==> src/hw/rtl/hrls_pkg.sv <==
// Types, name tables and match functions for the request line statistics block.
// No dependencies; used by the parser, the counter bank and the top level.
package hrls_pkg;

  localparam int unsigned VIEW_BITS = 32;
  localparam logic [7:0] SPACE_BYTE = 8'h20;
  localparam int unsigned METHOD_KINDS = 4;
  localparam int unsigned PATH_KINDS = 5;
  localparam logic [3:0] INDEX_MAX = 4'd15;

  // Parser phase, one-hot.
  typedef enum logic [3:0] {
    PH_LEAD   = 4'b0001,
    PH_METHOD = 4'b0010,
    PH_URI    = 4'b0100,
    PH_REST   = 4'b1000
  } phase_e;

  typedef enum logic [2:0] {
    M_GET    = 3'd0,
    M_POST   = 3'd1,
    M_DELETE = 3'd2,
    M_PUT    = 3'd3,
    M_OTHER  = 3'd4
  } method_e;

  typedef enum logic [2:0] {
    P_ROOT    = 3'd0,
    P_ORDER   = 3'd1,
    P_PRODUCT = 3'd2,
    P_BASKET  = 3'd3,
    P_HELP    = 3'd4,
    P_OTHER   = 3'd5
  } path_e;

  // Counter increments requested by one byte.
  typedef struct packed {
    logic    m_inc;
    method_e m_sel;
    logic    p_inc;
    path_e   p_sel;
  } bump_t;

  // Names are right-justified: the first character sits in the highest used byte.
  localparam logic [63:0] METHOD_TEXT [METHOD_KINDS] = '{"GET", "POST", "DELETE", "PUT"};
  localparam logic [3:0]  METHOD_LEN  [METHOD_KINDS] = '{4'd3, 4'd4, 4'd6, 4'd3};
  localparam logic [63:0] PATH_TEXT [PATH_KINDS] =
    '{"/", "/order", "/product", "/basket", "/help"};
  localparam logic [3:0]  PATH_LEN  [PATH_KINDS] = '{4'd1, 4'd6, 4'd8, 4'd7, 4'd5};

  function automatic logic [METHOD_KINDS-1:0] method_hits(logic [3:0] idx, logic [7:0] b);
    logic [METHOD_KINDS-1:0] hit;
    logic [2:0] pos;
    hit = '0;
    for (int k = 0; k < METHOD_KINDS; k++) begin
      pos = 3'(METHOD_LEN[k] - 4'd1 - idx);
      hit[k] = (idx < METHOD_LEN[k]) && (METHOD_TEXT[k][8*pos +: 8] == b);
    end
    return hit;
  endfunction

  function automatic logic [PATH_KINDS-1:0] path_hits(logic [3:0] idx, logic [7:0] b);
    logic [PATH_KINDS-1:0] hit;
    logic [2:0] pos;
    hit = '0;
    for (int k = 0; k < PATH_KINDS; k++) begin
      pos = 3'(PATH_LEN[k] - 4'd1 - idx);
      hit[k] = (idx < PATH_LEN[k]) && (PATH_TEXT[k][8*pos +: 8] == b);
    end
    return hit;
  endfunction

  // The lowest surviving name whose length equals the token length wins.
  function automatic method_e method_pick(logic [METHOD_KINDS-1:0] cand, logic [3:0] idx);
    method_e sel;
    sel = M_OTHER;
    for (int k = METHOD_KINDS - 1; k >= 0; k--) begin
      if (cand[k] && (METHOD_LEN[k] == idx)) begin
        sel = method_e'(3'(k));
      end
    end
    return sel;
  endfunction

  function automatic path_e path_pick(logic [PATH_KINDS-1:0] cand, logic [3:0] idx);
    path_e sel;
    sel = P_OTHER;
    for (int k = PATH_KINDS - 1; k >= 0; k--) begin
      if (cand[k] && (PATH_LEN[k] == idx)) begin
        sel = path_e'(3'(k));
      end
    end
    return sel;
  endfunction

endpackage

==> src/hw/rtl/hrls_parser.sv <==
// Request line tokenizer: phase, token index and candidate masks.
// Depends on hrls_pkg; emits per-byte counter increments to hrls_counters.
module hrls_parser (
  input  logic              clk_i,
  input  logic              rst_ni,
  input  logic              advance_i,
  input  logic [7:0]        byte_i,
  input  logic              eol_i,
  output hrls_pkg::bump_t   bump_o
);

  hrls_pkg::phase_e                      phase_q, phase_d, phase_a;
  logic [3:0]                            idx_q, idx_d, idx_a;
  logic [hrls_pkg::METHOD_KINDS-1:0]     mc_q, mc_d, mc_a;
  logic [hrls_pkg::PATH_KINDS-1:0]       pc_q, pc_d, pc_a;
  hrls_pkg::bump_t                       bump;
  logic                                  sp;
  logic [3:0]                            idx_inc;

  assign sp      = (byte_i == hrls_pkg::SPACE_BYTE);
  assign idx_inc = (idx_q == hrls_pkg::INDEX_MAX) ? idx_q : idx_q + 4'd1;

  always_comb begin
    phase_a = phase_q;
    idx_a   = idx_q;
    mc_a    = mc_q;
    pc_a    = pc_q;
    bump    = '{m_inc: 1'b0, m_sel: hrls_pkg::M_OTHER, p_inc: 1'b0, p_sel: hrls_pkg::P_OTHER};

    unique case (phase_q)
      hrls_pkg::PH_LEAD: begin
        if (!sp) begin
          phase_a = hrls_pkg::PH_METHOD;
          mc_a    = hrls_pkg::method_hits(4'd0, byte_i);
          idx_a   = 4'd1;
        end
      end
      hrls_pkg::PH_METHOD: begin
        if (sp) begin
          bump.m_inc = 1'b1;
          bump.m_sel = hrls_pkg::method_pick(mc_q, idx_q);
          phase_a    = hrls_pkg::PH_URI;
          idx_a      = 4'd0;
          pc_a       = '1;
        end else begin
          mc_a  = mc_q & hrls_pkg::method_hits(idx_q, byte_i);
          idx_a = idx_inc;
        end
      end
      hrls_pkg::PH_URI: begin
        if (sp) begin
          bump.p_inc = 1'b1;
          bump.p_sel = hrls_pkg::path_pick(pc_q, idx_q);
          phase_a    = hrls_pkg::PH_REST;
        end else begin
          pc_a  = pc_q & hrls_pkg::path_hits(idx_q, byte_i);
          idx_a = idx_inc;
        end
      end
      hrls_pkg::PH_REST: begin
      end
      default: begin
      end
    endcase

    // At the end of the line, close whatever token is still open. A line that
    // never reached its URI counts that URI as unknown.
    if (eol_i) begin
      unique case (phase_a)
        hrls_pkg::PH_LEAD: begin
          bump.m_inc = 1'b1;
          bump.m_sel = hrls_pkg::M_OTHER;
          bump.p_inc = 1'b1;
          bump.p_sel = hrls_pkg::P_OTHER;
        end
        hrls_pkg::PH_METHOD: begin
          bump.m_inc = 1'b1;
          bump.m_sel = hrls_pkg::method_pick(mc_a, idx_a);
          bump.p_inc = 1'b1;
          bump.p_sel = hrls_pkg::P_OTHER;
        end
        hrls_pkg::PH_URI: begin
          bump.p_inc = 1'b1;
          bump.p_sel = hrls_pkg::path_pick(pc_a, idx_a);
        end
        hrls_pkg::PH_REST: begin
        end
        default: begin
        end
      endcase
      phase_d = hrls_pkg::PH_LEAD;
      idx_d   = 4'd0;
      mc_d    = '1;
      pc_d    = '1;
    end else begin
      phase_d = phase_a;
      idx_d   = idx_a;
      mc_d    = mc_a;
      pc_d    = pc_a;
    end
  end

  assign bump_o = '{m_inc: bump.m_inc & advance_i, m_sel: bump.m_sel,
                    p_inc: bump.p_inc & advance_i, p_sel: bump.p_sel};

  always_ff @(posedge clk_i or negedge rst_ni) begin
    if (!rst_ni) begin
      phase_q <= hrls_pkg::PH_LEAD;
      idx_q   <= 4'd0;
      mc_q    <= '1;
      pc_q    <= '1;
    end else if (advance_i) begin
      phase_q <= phase_d;
      idx_q   <= idx_d;
      mc_q    <= mc_d;
      pc_q    <= pc_d;
    end
  end

endmodule

==> src/hw/rtl/hrls_counters.sv <==
// Bank of saturating method and URI counters with 32-bit views of their next values.
// Depends on hrls_pkg; driven by the increments from hrls_parser.
module hrls_counters #(
  parameter int unsigned COUNT_BITS = 32
) (
  input  logic                          clk_i,
  input  logic                          rst_ni,
  input  hrls_pkg::bump_t               bump_i,
  output logic [hrls_pkg::VIEW_BITS-1:0] m_view_o [5],
  output logic [hrls_pkg::VIEW_BITS-1:0] p_view_o [6]
);

  logic [COUNT_BITS-1:0] m_cnt_q [5];
  logic [COUNT_BITS-1:0] m_cnt_d [5];
  logic [COUNT_BITS-1:0] p_cnt_q [6];
  logic [COUNT_BITS-1:0] p_cnt_d [6];

  always_comb begin
    for (int k = 0; k < 5; k++) begin
      m_cnt_d[k] = m_cnt_q[k];
      if (bump_i.m_inc && (bump_i.m_sel == hrls_pkg::method_e'(3'(k))) &&
          (m_cnt_q[k] != '1)) begin
        m_cnt_d[k] = m_cnt_q[k] + 1'b1;
      end
    end
    for (int k = 0; k < 6; k++) begin
      p_cnt_d[k] = p_cnt_q[k];
      if (bump_i.p_inc && (bump_i.p_sel == hrls_pkg::path_e'(3'(k))) &&
          (p_cnt_q[k] != '1)) begin
        p_cnt_d[k] = p_cnt_q[k] + 1'b1;
      end
    end
  end

  always_ff @(posedge clk_i or negedge rst_ni) begin
    if (!rst_ni) begin
      for (int k = 0; k < 5; k++) m_cnt_q[k] <= '0;
      for (int k = 0; k < 6; k++) p_cnt_q[k] <= '0;
    end else begin
      for (int k = 0; k < 5; k++) m_cnt_q[k] <= m_cnt_d[k];
      for (int k = 0; k < 6; k++) p_cnt_q[k] <= p_cnt_d[k];
    end
  end

  // The views show the counters as they will be after this cycle's increments.
  // Counters wider than the output view read all ones once they pass it.
  for (genvar g = 0; g < 5; g++) begin : g_m_view
    if (COUNT_BITS > hrls_pkg::VIEW_BITS) begin : g_wide
      assign m_view_o[g] = (|m_cnt_d[g][COUNT_BITS-1:hrls_pkg::VIEW_BITS]) ? '1 :
                           m_cnt_d[g][hrls_pkg::VIEW_BITS-1:0];
    end else begin : g_narrow
      assign m_view_o[g] = hrls_pkg::VIEW_BITS'(m_cnt_d[g]);
    end
  end

  for (genvar g = 0; g < 6; g++) begin : g_p_view
    if (COUNT_BITS > hrls_pkg::VIEW_BITS) begin : g_wide
      assign p_view_o[g] = (|p_cnt_d[g][COUNT_BITS-1:hrls_pkg::VIEW_BITS]) ? '1 :
                           p_cnt_d[g][hrls_pkg::VIEW_BITS-1:0];
    end else begin : g_narrow
      assign p_view_o[g] = hrls_pkg::VIEW_BITS'(p_cnt_d[g]);
    end
  end

endmodule

==> src/hw/rtl/http_request_line_stats.sv <==
// Top level of the HTTP request line statistics block: input register and handshake.
// Depends on hrls_pkg, hrls_parser and hrls_counters.
//
//   channel | direction | handshake             | payload
//   --------+-----------+-----------------------+----------------------------------------
//   in      | sink      | in_valid_i/in_stall_o | line_byte_i, end_of_line_i
//   out     | source    | out_valid_o/out_stall_i | eleven 32-bit counter snapshots
//
// One byte word is taken every clock cycle while not stalled; a byte passes the input
// register to the counters, and the result register loads in step with the counters.
// The only stall comes from the output: an end-of-line byte waits in the input
// register while the previous snapshot is still held and stalled.
// Reset clears the parser state, the counters and both valid flags at once.
module http_request_line_stats #(
  parameter int unsigned COUNT_BITS = 32
) (
  input  logic        clk_i,
  input  logic        rst_ni,
  input  logic        in_valid_i,
  output logic        in_stall_o,
  input  logic [7:0]  line_byte_i,
  input  logic        end_of_line_i,
  output logic        out_valid_o,
  input  logic        out_stall_i,
  output logic [31:0] get_count_o,
  output logic [31:0] post_count_o,
  output logic [31:0] delete_count_o,
  output logic [31:0] put_count_o,
  output logic [31:0] other_method_count_o,
  output logic [31:0] root_count_o,
  output logic [31:0] order_count_o,
  output logic [31:0] product_count_o,
  output logic [31:0] basket_count_o,
  output logic [31:0] help_count_o,
  output logic [31:0] other_uri_count_o
);

  logic            in_valid_q, in_valid_d;
  logic [7:0]      byte_q;
  logic            eol_q;
  logic            out_valid_q, out_valid_d;
  logic            hold;
  logic            advance;
  hrls_pkg::bump_t bump;
  logic [hrls_pkg::VIEW_BITS-1:0] m_view [5];
  logic [hrls_pkg::VIEW_BITS-1:0] p_view [6];
  logic [hrls_pkg::VIEW_BITS-1:0] snap_m_q [5];
  logic [hrls_pkg::VIEW_BITS-1:0] snap_p_q [6];

  // The counters keep moving while the next line is parsed, since a method is
  // counted as soon as its token ends. An end-of-line byte therefore copies the
  // counters' next values into the result register. Only a second end-of-line
  // byte has to wait while that result is still held and stalled.
  assign hold       = in_valid_q && eol_q && out_valid_q && out_stall_i;
  assign advance    = in_valid_q && !hold;
  assign in_stall_o = hold;

  always_comb begin
    in_valid_d = hold ? in_valid_q : in_valid_i;
    if (advance && eol_q) begin
      out_valid_d = 1'b1;
    end else if (out_valid_q && !out_stall_i) begin
      out_valid_d = 1'b0;
    end else begin
      out_valid_d = out_valid_q;
    end
  end

  always_ff @(posedge clk_i or negedge rst_ni) begin
    if (!rst_ni) begin
      in_valid_q  <= 1'b0;
      out_valid_q <= 1'b0;
    end else begin
      in_valid_q  <= in_valid_d;
      out_valid_q <= out_valid_d;
    end
  end

  // Payload of the input register needs no reset.
  always_ff @(posedge clk_i) begin
    if (!hold) begin
      byte_q <= line_byte_i;
      eol_q  <= end_of_line_i;
    end
  end

  // Result register: the counts as they stand once the line has been counted.
  always_ff @(posedge clk_i) begin
    if (advance && eol_q) begin
      for (int k = 0; k < 5; k++) snap_m_q[k] <= m_view[k];
      for (int k = 0; k < 6; k++) snap_p_q[k] <= p_view[k];
    end
  end

  hrls_parser u_parser (
    .clk_i     (clk_i),
    .rst_ni    (rst_ni),
    .advance_i (advance),
    .byte_i    (byte_q),
    .eol_i     (eol_q),
    .bump_o    (bump)
  );

  hrls_counters #(
    .COUNT_BITS (COUNT_BITS)
  ) u_counters (
    .clk_i    (clk_i),
    .rst_ni   (rst_ni),
    .bump_i   (bump),
    .m_view_o (m_view),
    .p_view_o (p_view)
  );

  assign out_valid_o          = out_valid_q;
  assign get_count_o          = snap_m_q[hrls_pkg::M_GET];
  assign post_count_o         = snap_m_q[hrls_pkg::M_POST];
  assign delete_count_o       = snap_m_q[hrls_pkg::M_DELETE];
  assign put_count_o          = snap_m_q[hrls_pkg::M_PUT];
  assign other_method_count_o = snap_m_q[hrls_pkg::M_OTHER];
  assign root_count_o         = snap_p_q[hrls_pkg::P_ROOT];
  assign order_count_o        = snap_p_q[hrls_pkg::P_ORDER];
  assign product_count_o      = snap_p_q[hrls_pkg::P_PRODUCT];
  assign basket_count_o       = snap_p_q[hrls_pkg::P_BASKET];
  assign help_count_o         = snap_p_q[hrls_pkg::P_HELP];
  assign other_uri_count_o    = snap_p_q[hrls_pkg::P_OTHER];

endmodule

==> config.mk <==
export PLATFORM = sky130hd
export DESIGN_NAME = http_request_line_stats
export DESIGN_NICKNAME = d
export VERILOG_FILES = /design/src/hw/rtl/hrls_pkg.sv /design/src/hw/rtl/hrls_parser.sv /design/src/hw/rtl/hrls_counters.sv /design/src/hw/rtl/http_request_line_stats.sv
export SDC_FILE = /design/constraint.sdc
export NUM_CORES = 1
export LEC_CHECK = 0
export ABC_AREA = 1
export CORE_ASPECT_RATIO = 0.8
export CORE_MARGIN = 5
export CORE_UTILIZATION = 40
export CTS_BUF_LIST = sky130_fd_sc_hd__clkbuf_8 sky130_fd_sc_hd__clkbuf_16
export CTS_CLUSTER_SIZE = 8
export DETAILED_ROUTE_END_ITERATION = 8
export DONT_BUFFER_PORTS = 1
export GPL_ROUTABILITY_DRIVEN = 0
export PLACE_DENSITY_LB_ADDON = 0.3
export SYNTH_ARGS = -nofsm -noshare
export SYNTH_HDL_FRONTEND = slang
export SYNTH_SLANG_ARGS = --single-unit
==> constraint.sdc <==
create_clock -name clk_i -period 40.1 [get_ports clk_i]
set_input_delay 2.005 -clock clk_i [delete_from_list [all_inputs] [get_ports clk_i]]
set_output_delay 2.005 -clock clk_i [all_outputs]
set_load 0.05 [all_outputs]
# == Word-level counts from Yosys, hierarchy flattened ==
# Memories as Yosys holds them, arrays and structs flattened.
# Index checks and enable logic that the tools add are counted.
# totals
ff_bits,380
mem_bits_rw,352
output_inout_bits,354
elab_cells,234
mem_count,2
# classes
addsub,19
magnitude_cmp,7
n_eq_ne,54
shifts,9
mux,59
n_bitwise,4
reduce_logical,61
# mem_list
memory,words,word_bits,rd,rd_clocked_by_memory_dff,wr,line,text
snap_p_q,6,32,6,0,6,http_request_line_stats.sv:48,logic [hrls_pkg::VIEW_BITS-1:0] snap_p_q [6];
snap_m_q,5,32,5,0,5,http_request_line_stats.sv:47,logic [hrls_pkg::VIEW_BITS-1:0] snap_m_q [5];
# op_table
cell,count
"64-bit by 7-bit indexed part select with 8-bit output, first input constant",9
"32-bit by 1-bit adder with 32-bit output, second input constant",11
32-bit 2-to-1 mux,11
"32-bit inequality test, second input constant",11
8-bit == test,9
4-bit 2-to-1 mux,16
1-bit logical AND,55
3-bit 2-to-1 mux,16
"3-bit by 4-bit == test with 1-bit output, first input constant",8
"7-bit by 8-bit == test with 1-bit output, first input constant",3
4-bit case mux with 2 select lines,3
4-bit case mux with 3 select lines,2
"4-bit by 3-bit < comparator with 1-bit output, second input constant",4
5-bit 2-to-1 mux,3
"3-bit by 2-bit == test with 1-bit output, second input constant",4
"3-bit subtractor, first input constant",4
5-bit case mux with 2 select lines,1
"3-bit == test, second input constant",3
"1-bit by 4-bit == test with 1-bit output, first input constant",2
"2-bit by 4-bit == test with 1-bit output, first input constant",2
"4-bit by 1-bit == test with 1-bit output, second input constant",2
"4-bit by 2-bit == test with 1-bit output, second input constant",2
"4-bit by 3-bit == test with 1-bit output, second input constant",2
"4-bit == test, first input constant",2
other kinds (18),28

# == Depth between registers and ports, before layout ==
# depth
ltp_word,19
mapped_depth,26
mapped_depth_nobuf,24

# == By module ==
# From an unflattened synthesis, not the netlist that was laid out.
# unflattened
hier_cells,4703
area_unflattened_um2,37719.9
# by_module_without_submodules
module,instances,cells_each,area_per_inst_um2,seq_area_each_um2
hrls_counters,1,3793,23809.1,8808.4
http_request_line_stats,1,375,10950.5,10890.4
hrls_parser,1,535,2960.3,437.9

# == Worst setup path before layout ==
# OpenSTA, ideal clock, no wires.
# synth_timing
path_type,in2reg
start,input port out_stall_i
end,memory snap_p_q[5][3] (netlist bit) (data pin)
setup_time_ns,0.259
t_arrival_ns,20.739
t_required_ns,39.841
path_slack_ns,19.102
path_stages,13
path_buffers,1
path_cell_list,nand2_1 -> nor2_1 -> nor2_1 -> inv_1 -> nor2_1 -> a21oi_1 -> inv_1 -> nand3_1 -> nor3_4 -> nand2_4 -> buf_6 -> nand2_1 -> nand2_1
# synth_rtl
element,line,text
"start, declared",http_request_line_stats.sv:24,"input logic out_stall_i,"
"end, declared",http_request_line_stats.sv:48,

==> impl_metrics.ini <==
[status]
violations = max-slew violations
status = complete, but fails checks

[placement]
portBuffers = 0
place_area_um2 = 37000
dp_hpwl_mm = 67.2

[sta]
tightest_slew_ns = 1.61
slew-limit-headroom_pct = -7.08
timing.final.crit_period_ns = 5.96
timing.hold.ws_ns = 0.493
hold_viol_final = 0
rsz0062_at_grt = false
finClkSkew_ns = 0.0250
min_period_over_period_pct = 14.9
finalSetupTns_ns = 0
finalSetupViolations = 0
fmax_mhz = 168
slew_violations = 55

[global_route]
grtUsageTotal_pct = 19.5
first_global_vias = 25800
grt_max_degree = 372
antenna_found_initial = 9
grt_first_pass_wirelength_mm = 149
grt_overflow = 0

[power_and_ir_drop]
switching_share_pct = 29.5
finalPower_uw = 1930
p_leak_uw = 0.0169
combPwrFrac_pct = 11.7
pwr-share-clk_pct = 40.3
pwr-share-seq_pct = 47.9
power_density_nw_per_um2 = 48.4
p_sw_uw = 570
ir_drop_v = 0.0000324
intPower_uw = 1360

[cts]
cts.htree.levels = 3
path_clk_slew_ns = 0.05
cts_resized = 0
clockBufferDepth = 3
clock_latency_ns = 0.65
cts_tree = done
post_cts_buffers = 0
cts_inserted_buffers = 102
cts.sinks = 732
cts_root_buffer = clkbuf_16
holdBufCountCts = 0

[drt]
wl_per_cell_um = 18.0
initialDrtViolationCount = 2740
viasPerCell = 5.11
drc_errors = 0
vias = 27100
drtPass1Iterations = 7
ant_nets = 0
wl_mm = 95.2

[die]
core_um2 = 89100
num_rows = 98
io_pins = 367
die_x_um = 345
die_h_um = 278
initial_utilization_pct = 40.2
die_area_um2 = 95600

[critical_path]
start_kind = flip-flop
crit_path_end_kind = flip-flop
crit_arrival_ns = 6.33
reg2reg_slack_ns = 34.14
worstPathRequired_ns = 40.47
r2r-start = u_parser.idx_q[0]
crit_fanout = 38
r2r_cells = 20
r2r_end = snap_p_q[3][10]
worstSetupPathType = flip-flop to flip-flop

[synthesis]
syn_area_um2 = 35800
synthCells = 3975
syn-num-nets = 4013
ys_seq_elements = 732
yosys_warnings = 0
synth_edf_count = 361
async_flop_share_pct = 50.7
synth_ff_type = edfxtp_1
yosysSeqAreaShare_pct = 56.2
syn_avg_cell_area_um2 = 9.01
synth.distinct_cells = 46

[flow_run]
cap_violations = 0

[finish]
syn_to_final_growth_pct = 11.6
drive_above_1_share_pct = 5.08
nFillCells = 8637
fin_nets = 4047
multi_input_area_um2 = 13800
ff_latch_area_um2 = 20100
final_area_um2 = 40000
fin_util_pct = 44.8

[hold_path]
hold_end = u_counters.m_cnt_q[34]
min-delay-start = u_counters.m_cnt_q[34]
hold_path_depth = 1
hp-class = flip-flop to flip-flop
==> metal layers <==
metal / share of wire, % / track usage, %
met1: 47 / 28.9
met2: 43 / 29.0
met3: 7.2 / 4.57
met4: 2.4 / 4.99
met5: 0.014 / 0
==> power groups by stage <==
| stage | Clock (uW) | Sequential, uW | Combinational [uW] |
|---|---|---|---|
| CTS | 803 | 927 | 225 |
| detailed placement | 0 | 939 | 224 |
| global route | 840 | 930 | 256 |
| global placement | 0 | 940 | 221 |
| floorplan | 0 | 936 | 174 |
| finish | 779 | 927 | 227 |
==> flip-flops by register name (all words and copies together), names as in the netlist <==
register,flops
u_parser.idx_q,4
in_valid_q,1
out_valid_o,1
u_parser.pc_q,5
u_counters.p_cnt_q,192
snap_p_q,192
snap_m_q,160
u_parser.mc_q,4
u_parser.phase_q,4
byte_q,8
u_counters.m_cnt_q,160
eol_q,1
==> layout by cell type, fill, tap and decap left out, drive strengths merged <==
cell type  synthesis  final
clkinv             2      6
a21boi             1      1
nand4            101    101
a2bb2oi            1      1
nand3            236    236
nand2           1247   1247
o21bai             4      4
xor2             254    254
clkbuf            23    103
nor2             413    413
and2               1      1
nor4b              1      1
inv              368    450
o22ai              9      9
nor3b              2      2
o22a               3      3
nand3b             9      9
nor3             184    184
dfstp             10     10
or2                2      2
ha                25     25
dfrtp            361    361
a31oi              1      1
edfxtp           361    361
o21ai            121    121
xnor2             67     67
diode              0      4
o211ai             1      1
buf               58     11
nor4              86     86
a21oi             23     23
==> worst max-delay path, stage by stage, from the launching register on <==
cell and delay [ns]:
dfrtp_1 0.65, inv_1 0.40, ha_1 0.52, inv_1 0.23, nand2_1 0.10, nand3_1 0.13, nand2_1 0.06, nand2_1 0.05
nand2_1 0.05, nor2_1 0.08, nand3_1 0.13, a21oi_1 0.29, nand2_1 0.14, nand2_1 0.11, o21ai_2 0.09, inv_2 0.17
nor3_1 0.13, nand2_1 0.91, clkinv_1 1.07, nand2_1 0.26, nand2_1 0.10
==> worst max path at each step <==
stage,startpoint,end,slack (ns),cells after the start
finish,u_parser.idx_q[0],snap_p_q[3][10],34.14,20
CTS,u_parser.idx_q[0],snap_p_q[3][31],34.06,18
global placement,out_stall_i,snap_p_q[3][20],33.53,13
floorplan,out_stall_i,snap_p_q[5][3],19.10,13
global route,u_parser.idx_q[0],snap_p_q[1][26],33.38,20
detailed placement,out_stall_i,snap_p_q[1][29],33.41,14
==> stage by stage <==
stage,cells,setup WS [ns]
floorplan,3975,19.10
global placement,5105,33.53
detailed placement,5105,33.41
CTS,5294,34.06
global route,5296,33.38
finish,5298,34.14
==> cells in the mapped netlist (5+ instances only) <==
library cell  number  area [um2]
nand2_1         1233        4630
nor2_1           393        1480
dfrtp_1          361        9030
edfxtp_1         361       10800
inv_1            347        1300
xor2_1           254        2220
nand3_1          231        1160
nor3_1           182         911
o21ai_0          107         536
nand4_1           96         601
nor4_1            86         538
xnor2_1           67         587
buf_2             43         215
ha_1              25         313
clkbuf_1          23        86.3
a21oi_1           22         110
inv_2             16        60.1
nor2_2            14        87.6
nand2_2           11        68.8
dfstp_2           10         263
o21ai_1           10        50.1
nand3b_1           9        67.6
o22ai_1            9        56.3
buf_4              7        52.6
buf_6              7        78.8
nor2_4             6        67.6
inv_4              5        31.3
nand3_2            5        50.1
nand4_2            5        62.6
==> cell families after synthesis <==
kind of cell / share of synthesized area, %
AOI/OAI and AO/OA: 2.47
adders and majority gates: 0.874
xor gates and xnor gates: 7.85
buffers and inverters: 5.13
and+or+nand+nor: 27.4
DFF: 56.2
==> final cells by class <==
cell class / count / area share (%)
tap: 1200 / 3.76
inverter: 370 / 3.51
timing repair buffer: 11 / 0.238
clock inverter: 86 / 1.00
multi-input combinational: 2792 / 34.6
antenna: 4 / 0.0250
sequential: 732 / 50.4
clock buffer: 103 / 6.45
(Power assumes the default switching activity.)
